### src/rtl/core/pointing_sentence_parser_macros.svh
// Assertion macros for the pointing sentence parser.
// Used by the RTL in rtl/core; clk and rst_n must be visible where they expand.
`ifndef POINTING_SENTENCE_PARSER_MACROS_SVH
`define POINTING_SENTENCE_PARSER_MACROS_SVH
`ifndef SYNTHESIS
`define PSP_ASSERT_IMP(label, ante, cons, msg) \
    label: assert property (@(posedge clk) disable iff (!rst_n) (ante) |-> (cons)) \
        else $error(msg);
`define PSP_ASSERT_NEXT(label, ante, cons, msg) \
    label: assert property (@(posedge clk) disable iff (!rst_n) (ante) |=> (cons)) \
        else $error(msg);
`else
`define PSP_ASSERT_IMP(label, ante, cons, msg)
`define PSP_ASSERT_NEXT(label, ante, cons, msg)
`endif
`endif

### src/rtl/core/psp_pkg.sv
// Shared constants, types and header tables for the pointing sentence parser.
// No dependencies.
`default_nettype none

package psp_pkg;

    localparam int MAX_SENTENCE_DEF = 256;
    localparam logic [15:0] TIMEOUT_RESET = 16'd3000;
    localparam int MILLI_SCALE = 1000;

    // result kinds
    localparam logic [1:0] MSG_COMMAND = 2'd0;
    localparam logic [1:0] MSG_TRACKER = 2'd1;
    localparam logic [1:0] MSG_EXPIRED = 2'd2;

    localparam logic [7:0] CH_NUL    = 8'h00;
    localparam logic [7:0] CH_DOLLAR = 8'h24;
    localparam logic [7:0] CH_STAR   = 8'h2A;
    localparam logic [7:0] CH_COMMA  = 8'h2C;
    localparam logic [7:0] CH_PLUS   = 8'h2B;
    localparam logic [7:0] CH_MINUS  = 8'h2D;
    localparam logic [7:0] CH_DOT    = 8'h2E;
    localparam logic [7:0] CH_SPACE  = 8'h20;
    localparam logic [7:0] CH_ZERO   = 8'h30;
    localparam logic [7:0] CH_NINE   = 8'h39;
    localparam logic [7:0] CH_G      = 8'h47;
    localparam logic [7:0] CH_T      = 8'h54;

    typedef struct packed {
        logic       clear;
        logic       feed;
        logic [7:0] data;
    } num_ctrl_t;

    typedef struct packed {
        logic [31:0] int_val;
        logic [31:0] milli_val;
    } num_val_t;

    // expected byte of "$GSL," at a given position
    function automatic logic [7:0] gsl_hdr_char(input logic [2:0] pos);
        logic [7:0] c;
        case (pos)
            3'd1:    c = 8'h47;
            3'd2:    c = 8'h53;
            3'd3:    c = 8'h4C;
            3'd4:    c = CH_COMMA;
            default: c = CH_DOLLAR;
        endcase
        return c;
    endfunction

    // expected byte of "$TRKUD," at a given position
    function automatic logic [7:0] trk_hdr_char(input logic [2:0] pos);
        logic [7:0] c;
        case (pos)
            3'd1:    c = 8'h54;
            3'd2:    c = 8'h52;
            3'd3:    c = 8'h4B;
            3'd4:    c = 8'h55;
            3'd5:    c = 8'h44;
            3'd6:    c = CH_COMMA;
            default: c = CH_DOLLAR;
        endcase
        return c;
    endfunction

endpackage

`default_nettype wire

### src/rtl/core/psp_number.sv
// Decimal field accumulator: sign, integer digits and up to three fraction digits.
// Gives the field as a wrapped integer and as a saturated value times 1000. Uses psp_pkg.
`default_nettype none

module psp_number (
    input  wire logic                clk,
    input  wire logic                rst_n,
    input  wire psp_pkg::num_ctrl_t  ctrl,
    output      psp_pkg::num_val_t   val
);
    import psp_pkg::*;

    localparam logic [2:0] NS_LEAD = 3'd0;
    localparam logic [2:0] NS_SIGN = 3'd1;
    localparam logic [2:0] NS_INT  = 3'd2;
    localparam logic [2:0] NS_FRAC = 3'd3;
    localparam logic [2:0] NS_STOP = 3'd4;

    // beyond this magnitude the milli value saturates for either sign
    localparam logic [22:0] MAG_CLAMP = 23'h400000;

    logic [2:0]  stage_reg, stage_next;
    logic        neg_reg, neg_next;
    logic [1:0]  fcount_reg, fcount_next;
    logic [31:0] int_reg, int_next;
    logic [22:0] mag_reg, mag_next;
    logic [9:0]  frac_reg, frac_next;

    logic        is_digit;
    logic        is_space;
    logic [3:0]  digit;
    logic [31:0] int_acc;
    logic [25:0] mag_acc;
    logic [9:0]  frac_add;
    logic [32:0] milli_mag;
    logic [31:0] milli_val;

    assign is_digit = (ctrl.data >= CH_ZERO) && (ctrl.data <= CH_NINE);
    assign is_space = (ctrl.data == CH_SPACE) || ((ctrl.data >= 8'd9) && (ctrl.data <= 8'd13));
    assign digit    = 4'(ctrl.data - CH_ZERO);
    assign int_acc  = {int_reg[28:0], 3'b000} + {int_reg[30:0], 1'b0} + {28'd0, digit};
    assign mag_acc  = {mag_reg, 3'b000} + {2'b00, mag_reg, 1'b0} + {22'd0, digit};

    always_comb
    begin
        case (fcount_reg)
            2'd0:    frac_add = 10'(digit) * 10'd100;
            2'd1:    frac_add = 10'(digit) * 10'd10;
            default: frac_add = 10'(digit);
        endcase
    end

    always_comb
    begin
        stage_next  = stage_reg;
        neg_next    = neg_reg;
        fcount_next = fcount_reg;
        int_next    = int_reg;
        mag_next    = mag_reg;
        frac_next   = frac_reg;
        if (ctrl.clear)
        begin
            stage_next  = NS_LEAD;
            neg_next    = 1'b0;
            fcount_next = 2'd0;
            int_next    = 32'd0;
            mag_next    = 23'd0;
            frac_next   = 10'd0;
        end
        else if (ctrl.feed)
        begin
            case (stage_reg)
                NS_LEAD, NS_SIGN, NS_INT:
                begin
                    if ((stage_reg == NS_LEAD) && is_space)
                    begin
                        stage_next = NS_LEAD;
                    end
                    else if ((stage_reg == NS_LEAD) &&
                             ((ctrl.data == CH_PLUS) || (ctrl.data == CH_MINUS)))
                    begin
                        neg_next   = (ctrl.data == CH_MINUS);
                        stage_next = NS_SIGN;
                    end
                    else if (is_digit)
                    begin
                        stage_next = NS_INT;
                        int_next   = int_acc;
                        mag_next   = (mag_acc > 26'(MAG_CLAMP)) ? MAG_CLAMP : mag_acc[22:0];
                    end
                    else if (ctrl.data == CH_DOT)
                    begin
                        stage_next = NS_FRAC;
                    end
                    else
                    begin
                        stage_next = NS_STOP;
                    end
                end
                NS_FRAC:
                begin
                    if (!is_digit)
                    begin
                        stage_next = NS_STOP;
                    end
                    else if (fcount_reg != 2'd3)
                    begin
                        frac_next   = frac_reg + frac_add;
                        fcount_next = fcount_reg + 2'd1;
                    end
                end
                default:
                begin
                    stage_next = stage_reg;
                end
            endcase
        end
    end

    always_ff @(posedge clk or negedge rst_n)
    begin
        if (!rst_n)
        begin
            stage_reg  <= NS_LEAD;
            neg_reg    <= 1'b0;
            fcount_reg <= 2'd0;
            int_reg    <= 32'd0;
            mag_reg    <= 23'd0;
            frac_reg   <= 10'd0;
        end
        else
        begin
            stage_reg  <= stage_next;
            neg_reg    <= neg_next;
            fcount_reg <= fcount_next;
            int_reg    <= int_next;
            mag_reg    <= mag_next;
            frac_reg   <= frac_next;
        end
    end

    assign milli_mag = 33'(mag_reg) * 33'(MILLI_SCALE) + 33'(frac_reg);

    always_comb
    begin
        if (neg_reg)
        begin
            if (milli_mag >= 33'h080000000)
                milli_val = 32'h80000000;
            else
                milli_val = 32'd0 - milli_mag[31:0];
        end
        else
        begin
            if (milli_mag > 33'h07FFFFFFF)
                milli_val = 32'h7FFFFFFF;
            else
                milli_val = milli_mag[31:0];
        end
    end

    assign val = '{int_val: (neg_reg ? (32'd0 - int_reg) : int_reg), milli_val: milli_val};

endmodule

`default_nettype wire

### src/rtl/core/pointing_sentence_parser.sv
// Pointing sentence parser: one byte or tick per cycle while no result stalls, input register then result register.
// A request waits in the input register; its result is then registered in the result register.
// Throughput: one request per cycle; a waiting result holds only the input register.
// Reset (async, low): sentence state, records and counters cleared, timeout = 3000 ticks.
// Depends on psp_pkg, psp_number and pointing_sentence_parser_macros.svh.
`default_nettype none

module pointing_sentence_parser #(
    parameter int MAX_SENTENCE = psp_pkg::MAX_SENTENCE_DEF
) (
    input  wire logic               clk,
    input  wire logic               rst_n,
    input  wire logic               item_valid,
    output      logic               item_stall,
    input  wire logic               kind,
    input  wire logic [7:0]         rx_byte,
    input  wire logic               cfg_valid,
    output      logic               cfg_ready,
    input  wire logic [15:0]        cfg_data,
    output      logic               result_valid,
    input  wire logic               result_stall,
    output      logic [1:0]         msg_type,
    output      logic [7:0]         cmd_counter,
    output      logic signed [31:0] azimuth_milli,
    output      logic signed [31:0] elevation_milli,
    output      logic [15:0]        range_value,
    output      logic [7:0]         target_id,
    output      logic signed [15:0] offset_x,
    output      logic signed [15:0] offset_y
);
    import psp_pkg::*;

`include "pointing_sentence_parser_macros.svh"

    localparam int LEN_W = $clog2(MAX_SENTENCE + 1);

    localparam logic [2:0] HS_START    = 3'd0;
    localparam logic [2:0] HS_GSL      = 3'd1;
    localparam logic [2:0] HS_TRK      = 3'd2;
    localparam logic [2:0] HS_GSL_BODY = 3'd3;
    localparam logic [2:0] HS_TRK_BODY = 3'd4;

    // input register
    logic       item_valid_reg;
    logic       kind_reg;
    logic [7:0] byte_reg;
    logic       advance;

    // parser state
    logic             in_sent_reg, in_sent_next;
    logic [LEN_W-1:0] len_reg, len_next;
    logic [2:0]       hdr_reg, hdr_next;
    logic [2:0]       fnum_reg, fnum_next;
    logic             nonempty_reg, nonempty_next;
    logic [31:0]      pend_reg [4];
    logic [31:0]      pend_next [4];
    logic [3:0]       mask_reg, mask_next;
    logic [15:0]      timeout_reg;
    logic [15:0]      elapsed_reg, elapsed_next;
    logic             expiry_done_reg, expiry_done_next;

    // records
    logic [7:0]  cnt_reg, cnt_next;
    logic [31:0] az_reg, az_next;
    logic [31:0] el_reg, el_next;
    logic [15:0] rng_reg, rng_next;
    logic [7:0]  tid_reg, tid_next;
    logic [15:0] ox_reg, ox_next;
    logic [15:0] oy_reg, oy_next;

    // result register
    logic        res_valid_reg;
    logic [1:0]  res_type_reg;
    logic [7:0]  res_cnt_reg;
    logic [31:0] res_az_reg;
    logic [31:0] res_el_reg;
    logic [15:0] res_rng_reg;
    logic [7:0]  res_tid_reg;
    logic [15:0] res_ox_reg;
    logic [15:0] res_oy_reg;

    logic       emit;
    logic [1:0] emit_type;
    logic       commit;
    logic       finish;
    logic       num_clear;
    logic       num_feed;
    logic [3:0] mask_eff;
    logic [1:0] slot;
    logic       slot_ok;
    logic       milli_sel;

    num_ctrl_t num_ctrl;
    num_val_t  num_val;

    assign advance    = item_valid_reg && (!res_valid_reg || !result_stall);
    assign item_stall = item_valid_reg && !advance;
    assign cfg_ready  = 1'b1;

    assign slot      = 2'(fnum_reg - 3'd1);
    assign slot_ok   = (fnum_reg >= 3'd1) && (fnum_reg <= 3'd4);
    assign milli_sel = (hdr_reg == HS_GSL_BODY) && ((slot == 2'd1) || (slot == 2'd2));

    always_comb
    begin
        in_sent_next     = in_sent_reg;
        len_next         = len_reg;
        hdr_next         = hdr_reg;
        fnum_next        = fnum_reg;
        nonempty_next    = nonempty_reg;
        pend_next        = pend_reg;
        mask_next        = mask_reg;
        elapsed_next     = elapsed_reg;
        expiry_done_next = expiry_done_reg;
        cnt_next         = cnt_reg;
        az_next          = az_reg;
        el_next          = el_reg;
        rng_next         = rng_reg;
        tid_next         = tid_reg;
        ox_next          = ox_reg;
        oy_next          = oy_reg;
        emit             = 1'b0;
        emit_type        = MSG_COMMAND;
        commit           = 1'b0;
        finish           = 1'b0;
        num_clear        = 1'b0;
        num_feed         = 1'b0;
        mask_eff         = mask_reg;

        if (advance)
        begin
            if (kind_reg)
            begin
                if (elapsed_reg != 16'hFFFF)
                    elapsed_next = elapsed_reg + 16'd1;
                if (!expiry_done_reg && (elapsed_next >= timeout_reg))
                begin
                    expiry_done_next = 1'b1;
                    az_next          = 32'd0;
                    el_next          = 32'd0;
                    rng_next         = 16'd0;
                    emit             = 1'b1;
                    emit_type        = MSG_EXPIRED;
                end
            end
            else if (byte_reg == CH_NUL)
            begin
                emit = 1'b0;
            end
            else if (byte_reg == CH_DOLLAR)
            begin
                in_sent_next  = 1'b1;
                len_next      = LEN_W'(1);
                hdr_next      = HS_START;
                fnum_next     = 3'd0;
                mask_next     = 4'd0;
                nonempty_next = 1'b0;
                num_clear     = 1'b1;
            end
            else if (in_sent_reg)
            begin
                if (len_reg >= LEN_W'(MAX_SENTENCE))
                begin
                    in_sent_next = 1'b0;
                end
                else
                begin
                    len_next = len_reg + LEN_W'(1);
                    if ((hdr_reg != HS_GSL_BODY) && (hdr_reg != HS_TRK_BODY))
                    begin
                        // header match, position is the old length
                        case (hdr_reg)
                            HS_START:
                            begin
                                if (byte_reg == CH_G)
                                    hdr_next = HS_GSL;
                                else if (byte_reg == CH_T)
                                    hdr_next = HS_TRK;
                                else
                                    in_sent_next = 1'b0;
                            end
                            HS_GSL:
                            begin
                                if ((len_reg >= LEN_W'(5)) ||
                                    (byte_reg != gsl_hdr_char(len_reg[2:0])))
                                begin
                                    in_sent_next = 1'b0;
                                end
                                else if (len_reg == LEN_W'(4))
                                begin
                                    hdr_next      = HS_GSL_BODY;
                                    fnum_next     = 3'd1;
                                    nonempty_next = 1'b0;
                                    num_clear     = 1'b1;
                                end
                            end
                            default:
                            begin
                                if ((len_reg >= LEN_W'(7)) ||
                                    (byte_reg != trk_hdr_char(len_reg[2:0])))
                                begin
                                    in_sent_next = 1'b0;
                                end
                                else if (len_reg == LEN_W'(6))
                                begin
                                    hdr_next      = HS_TRK_BODY;
                                    fnum_next     = 3'd1;
                                    nonempty_next = 1'b0;
                                    num_clear     = 1'b1;
                                end
                            end
                        endcase
                    end
                    else if (byte_reg == CH_COMMA)
                    begin
                        // empty fields collapse
                        commit = nonempty_reg;
                    end
                    else if (byte_reg != CH_STAR)
                    begin
                        nonempty_next = 1'b1;
                        num_feed      = 1'b1;
                    end
                    else
                    begin
                        commit       = 1'b1;
                        finish       = 1'b1;
                        in_sent_next = 1'b0;
                    end
                end
            end
        end

        if (commit)
        begin
            if (slot_ok)
            begin
                pend_next[slot] = milli_sel ? num_val.milli_val : num_val.int_val;
                mask_eff[slot]  = 1'b1;
            end
            mask_next     = mask_eff;
            if (fnum_reg != 3'd7)
                fnum_next = fnum_reg + 3'd1;
            nonempty_next = 1'b0;
            num_clear     = 1'b1;
        end

        if (finish)
        begin
            if (hdr_reg == HS_GSL_BODY)
            begin
                if (mask_eff[0]) cnt_next = pend_next[0][7:0];
                if (mask_eff[1]) az_next  = pend_next[1];
                if (mask_eff[2]) el_next  = pend_next[2];
                if (mask_eff[3]) rng_next = pend_next[3][15:0];
                elapsed_next     = 16'd0;
                expiry_done_next = 1'b0;
                emit_type        = MSG_COMMAND;
            end
            else
            begin
                if (mask_eff[0]) tid_next = pend_next[0][7:0];
                if (mask_eff[1]) ox_next  = pend_next[1][15:0];
                if (mask_eff[2]) oy_next  = pend_next[2][15:0];
                emit_type = MSG_TRACKER;
            end
            mask_next = 4'd0;
            emit      = 1'b1;
        end
    end

    assign num_ctrl.clear = num_clear;
    assign num_ctrl.feed  = num_feed;
    assign num_ctrl.data  = byte_reg;

    psp_number u_number (
        .clk   (clk),
        .rst_n (rst_n),
        .ctrl  (num_ctrl),
        .val   (num_val)
    );

    always_ff @(posedge clk or negedge rst_n)
    begin
        if (!rst_n)
        begin
            item_valid_reg <= 1'b0;
        end
        else if (item_valid && !item_stall)
        begin
            item_valid_reg <= 1'b1;
        end
        else if (advance)
        begin
            item_valid_reg <= 1'b0;
        end
    end

    always_ff @(posedge clk)
    begin
        if (item_valid && !item_stall)
        begin
            kind_reg <= kind;
            byte_reg <= rx_byte;
        end
    end

    always_ff @(posedge clk or negedge rst_n)
    begin
        if (!rst_n)
        begin
            timeout_reg <= TIMEOUT_RESET;
        end
        else if (cfg_valid && cfg_ready)
        begin
            timeout_reg <= cfg_data;
        end
    end

    always_ff @(posedge clk or negedge rst_n)
    begin
        if (!rst_n)
        begin
            in_sent_reg     <= 1'b0;
            len_reg         <= '0;
            hdr_reg         <= HS_START;
            fnum_reg        <= 3'd0;
            nonempty_reg    <= 1'b0;
            pend_reg        <= '{default: 32'd0};
            mask_reg        <= 4'd0;
            elapsed_reg     <= 16'd0;
            expiry_done_reg <= 1'b0;
            cnt_reg         <= 8'd0;
            az_reg          <= 32'd0;
            el_reg          <= 32'd0;
            rng_reg         <= 16'd0;
            tid_reg         <= 8'd0;
            ox_reg          <= 16'd0;
            oy_reg          <= 16'd0;
        end
        else
        begin
            in_sent_reg     <= in_sent_next;
            len_reg         <= len_next;
            hdr_reg         <= hdr_next;
            fnum_reg        <= fnum_next;
            nonempty_reg    <= nonempty_next;
            pend_reg        <= pend_next;
            mask_reg        <= mask_next;
            elapsed_reg     <= elapsed_next;
            expiry_done_reg <= expiry_done_next;
            cnt_reg         <= cnt_next;
            az_reg          <= az_next;
            el_reg          <= el_next;
            rng_reg         <= rng_next;
            tid_reg         <= tid_next;
            ox_reg          <= ox_next;
            oy_reg          <= oy_next;
        end
    end

    always_ff @(posedge clk or negedge rst_n)
    begin
        if (!rst_n)
        begin
            res_valid_reg <= 1'b0;
        end
        else if (advance)
        begin
            res_valid_reg <= emit;
        end
        else if (!result_stall)
        begin
            res_valid_reg <= 1'b0;
        end
    end

    always_ff @(posedge clk)
    begin
        if (advance && emit)
        begin
            res_type_reg <= emit_type;
            res_cnt_reg  <= cnt_next;
            res_az_reg   <= az_next;
            res_el_reg   <= el_next;
            res_rng_reg  <= rng_next;
            res_tid_reg  <= tid_next;
            res_ox_reg   <= ox_next;
            res_oy_reg   <= oy_next;
        end
    end

    assign result_valid    = res_valid_reg;
    assign msg_type        = res_type_reg;
    assign cmd_counter     = res_cnt_reg;
    assign azimuth_milli   = res_az_reg;
    assign elevation_milli = res_el_reg;
    assign range_value     = res_rng_reg;
    assign target_id       = res_tid_reg;
    assign offset_x        = res_ox_reg;
    assign offset_y        = res_oy_reg;

    `PSP_ASSERT_IMP(a_expiry_clears, result_valid && (msg_type == MSG_EXPIRED), (azimuth_milli == 32'sd0) && (elevation_milli == 32'sd0) && (range_value == 16'd0), "expiry result carries a live pointing command")
    `PSP_ASSERT_NEXT(a_tick_counts, advance && kind_reg && (elapsed_reg != 16'hFFFF), elapsed_reg == ($past(elapsed_reg) + 16'd1), "tick did not advance the timeout count")
    `PSP_ASSERT_NEXT(a_cmd_restarts, advance && emit && (emit_type == MSG_COMMAND), (elapsed_reg == 16'd0) && !expiry_done_reg, "command sentence did not restart the timeout")
    `PSP_ASSERT_IMP(a_len_bound, in_sent_reg, len_reg <= LEN_W'(MAX_SENTENCE), "open sentence longer than the limit")

endmodule

`default_nettype wire

### config.mk
export PLATFORM = sky130hd
export DESIGN_NAME = pointing_sentence_parser
export DESIGN_NICKNAME = d
export VERILOG_FILES = /design/src/rtl/core/psp_pkg.sv /design/src/rtl/core/psp_number.sv /design/src/rtl/core/pointing_sentence_parser.sv
export VERILOG_INCLUDE_DIRS = /design/src /design/src/rtl/core
export SDC_FILE = /design/constraint.sdc
export NUM_CORES = 1
export LEC_CHECK = 0
export BUFFER_PORTS_ARGS = -buffer_cell sky130_fd_sc_hd__buf_4
export CORE_MARGIN = 2
export CORE_UTILIZATION = 63
export DETAILED_ROUTE_END_ITERATION = 10
export PLACE_DENSITY = 0.82
export SKIP_CTS_REPAIR_TIMING = 1
export SYNTH_ARGS = -nofsm -noshare
export SYNTH_HDL_FRONTEND = slang
export SYNTH_SLANG_ARGS = --single-unit
### constraint.sdc
create_clock -name clk -period 8.7 [get_ports clk]
set_input_delay 0.435 -clock clk [delete_from_list [all_inputs] [get_ports clk]]
set_output_delay 0.435 -clock clk [all_outputs]
set_load 0.1 [all_outputs]
==> flow_summary_export.csv <==
group,metric,value,unit
status,status,"complete, no violations",
die,dieArea,51700,um2
placement,port_buffers,161,
grt,grt_max_degree,85,
clocking,htree_levels,2,
grt,first_global_vias,25900,
worst_setup_path,cp_slowest_stage_delay,0.85,ns
worst_setup_path,critical_path.top_delay_family,"compound AO/OA/AOI/OAI gates",
worst_setup_path,startpoint_type,"flop",
worst_setup_path,cp_max_fo,12,
grt,gr-total-overflow,0,
timing,finalCritPeriodShare,0.940,
clocking,cts.sinks,482,
routing,drt-vias-per-instance,6.54,
routing,via_count,26500,
timing,setup_viol,0,
routing,drt_iter0_drc,2685,
clocking,cts_made_buffers,50,
timing,fin_hold_ws,0.0163,ns
worst_setup_path,cp.arrival,8.65,ns
yosys,async_flop_share,0.712,
grt,gr-usage-all-layers,0.345,
power_and_ir_drop,irDropWorstVdd,0.161,mV
timing,clock_skew,0.0504,ns
placement,gp_congestion,0.957,
yosys,ys.flop_type,"dfrtp_1",
routing,drt-total-wl,89100,um
finish,drive_gt1_frac,0.111,
hold_path,hold_path.class,"in -> reg",
die,start_util,0.641,
routing,route.detailed.drc,0,
yosys,synth_area,31400,um2
timing,max_freq,122,MHz
timing,tightest_slew,1.28,ns
grt,grt_first_pass_wirelength,141000,um
yosys,synth_edf_count,139,
die,die_x,227,um
yosys,synth-seq-area-share,0.406,
yosys,synth_cells,3230,
grt,antenna_found_initial,1,
yosys,yosysWarnings,0,
finish,nets,3711,
clocking,cts_tree,"built",
clocking,clk_latency,0.64,ns
yosys,synth_cell_types,102,
worst_setup_path,crit_top_cell,"fa_1",
routing,dr.pass1.iters,6,
finish,stdcell_area,35100,um2
finish,largest_reg_flops,88,
die,boundaryPins,163,
finish,diodes,0,
timing,slew_violations,0,
timing,hold_violations,0,
clocking,cts_buffer_depth,3,
yosys,postSynthAreaPerCell,9.73,um2
power_and_ir_drop,power.density,138,nW/um2
placement,place_area,33300,um2
clocking,clk_pin_slew,0.06,ns
worst_setup_path,cp_num_buf_inv,3,
timing,maxSlewHeadroom,0.145,
power_and_ir_drop,p_leak,0.0160,uW
timing,setup_tns,0,ns
clocking,cts_root_buf,"clkbuf_16",
die,core_area,49100,um2
worst_setup_path,critical_path_class,"reg -> reg",
worst_setup_path,crit_required,9.17,ns
timing,rsz0062_at_grt,"false",
routing,wl_per_cell,21.9,um
timing,fin_crit,8.18,ns
worst_setup_path,cp_cell_sequence,"inv_1 > fa_1 > fa_1 > fa_1 > fa_1 > inv_1 > ha_1 > a21oi_1 > o21ai_0 > xnor2_1 > a2111oi_4 > nand2_2 > nor2_1 > nand3_1 > or4_1 > o211a_1 > or2_1 > buf_4 > a311oi_1 > a22o_1 > a22o_1",
yosys,syn_nets,3587,
die,num_rows,81,
finish,area_delta_synth_final,11.6,%
placement,hpwl,63900,um
worst_setup_path,end_kind,"flop",
routing,drtAntennaViolNets,0,
worst_setup_path,slowest_stage,"a311oi_1",
die,die_h,227,um
yosys,ys_ff_latch,482,
flow_run,max-cap-violations,0,
-- report_power, final --
part           switching [uW]  leakage [uW]  internal (uW)  total [uW]
logic                     168       0.00884            108         276
clock network             958      0.000815           1210        2170
registers                33.8       0.00631           2350        2380
total                    1160        0.0160           3670        4830
-- Yosys cell counts (24+ instances only) --
| master | number | area, um2 |
|---|---|---|
| clkbuf_1 | 112 | 420 |
| nor2_1 | 238 | 893 |
| a22o_1 | 30 | 263 |
| xor2_1 | 63 | 552 |
| xnor2_1 | 91 | 797 |
| a21o_1 | 39 | 293 |
| o221ai_1 | 24 | 210 |
| o211ai_1 | 35 | 263 |
| dfrtp_1 | 336 | 8410 |
| o21a_1 | 33 | 248 |
| nand4_1 | 25 | 156 |
| edfxtp_1 | 139 | 4170 |
| inv_1 | 195 | 732 |
| nand2b_1 | 24 | 150 |
| fa_1 | 90 | 1800 |
| or3_1 | 32 | 200 |
| a21oi_1 | 161 | 806 |
| and2_1 | 28 | 175 |
| o21ai_0 | 225 | 1130 |
| nand2_1 | 279 | 1050 |
| o21bai_1 | 34 | 255 |
| and3_1 | 35 | 219 |
| nand3_1 | 146 | 731 |
| a31oi_1 | 49 | 307 |
| o31ai_1 | 74 | 556 |
| ha_1 | 237 | 2970 |
| nor3_1 | 68 | 340 |
-- layout by cell type (no fill, tap or decap), types with 14 or more instances in the layout --
master,instances
inv_1,195
a31oi_1,49
or4_1,21
nor2b_1,19
o21ai_0,225
nor2_1,234
or3_1,31
xor2_1,63
nand3_1,144
xnor2_1,91
nand2_1,278
o21bai_1,34
o211ai_1,35
nand4_1,25
o31ai_1,74
clkbuf_16,50
and2_1,28
a211o_1,16
o221ai_1,24
dfrtp_1,335
o21a_1,33
ha_1,237
mux2i_1,15
buf_4,207
a21boi_0,16
nand2b_1,24
and3_1,35
a21o_1,39
nor3_1,68
fa_1,90
clkinv_2,14
a22o_1,30
a211oi_1,20
o22ai_1,23
a21oi_1,161
edfxtp_1,139
-- metal layers --
layer / vias up / wire length (um) / global-route usage
met4: 2 / 3210 / 0.131
met1: 13000 / 36800 / 0.467
li1: 12000 / - / -
met2: 1325 / 41500 / 0.554
met3: 211 / 7510 / 0.0666
met5: - / 10 / 0
-- kinds of logic (layout without fill, tap and decap cells) --
group	Yosys count	in the layout	synth area share
mux	23	23	0.00764
simple gates	992	992	0.154
fa+ha+maj	327	327	0.152
compound gates	910	910	0.195
xor+xnor	154	154	0.0429
flops	482	482	0.406
other cells	1	1	0.000119
buf+inv	341	507	0.0422
-- area by class of cell --
class	count	area [um2]
tap	664	831
timing repair buffer	217	1660
multi-input combinational	2407	17400
inverter	196	736
clock inverter	28	305
clock buffer	66	1360
sequential	482	12800
fill	3659	14000
-- final timing paths --
| kind | slack (ns) | to | cells after the start | from |
|---|---|---|---|---|
| worst min register to register | 0.47 | pend_reg[53] | 2 | pend_reg[53] |
| worst max-delay path | 0.52 | elevation_milli[6] | 21 | u_number.mag_reg[1] |
| min in group asynchronous | 0.41 | timeout_reg[6] | 2 | rst_n |
| worst max register to register | 0.52 | elevation_milli[6] | 21 | u_number.mag_reg[1] |
| max in group asynchronous | 6.24 | rng_reg[9] | 4 | rst_n |
| worst min-delay path | 0.02 | byte_reg[0] | 1 | rx_byte[0] |
-- stage by stage --
step	std cells	power [uW]	utilization	setup slack, ns
2_1_floorplan	3230	2580	-	0.976
3_3_place_gp	3956	2670	0.679	0.839
3_5_place_dp	3956	2690	0.679	0.522
4_1_cts	4050	4840	0.713	0.499
5_1_grt	4060	4970	0.715	0.0656
6_report	4060	4830	0.715	0.522
-- worst reg2reg max path: stages, from the launching register on --
cell,delay [ns]
dfrtp_1,0.57
inv_1,0.12
fa_1,0.59
fa_1,0.47
fa_1,0.50
fa_1,0.52
inv_1,0.04
ha_1,0.38
a21oi_1,0.33
o21ai_0,0.25
xnor2_1,0.23
a2111oi_4,0.64
nand2_2,0.24
nor2_1,0.16
nand3_1,0.10
or4_1,0.47
o211a_1,0.37
or2_1,0.46
buf_4,0.27
a311oi_1,0.85
a22o_1,0.31
a22o_1,0.18
Note: power is estimated with default switching activity, not from simulation.
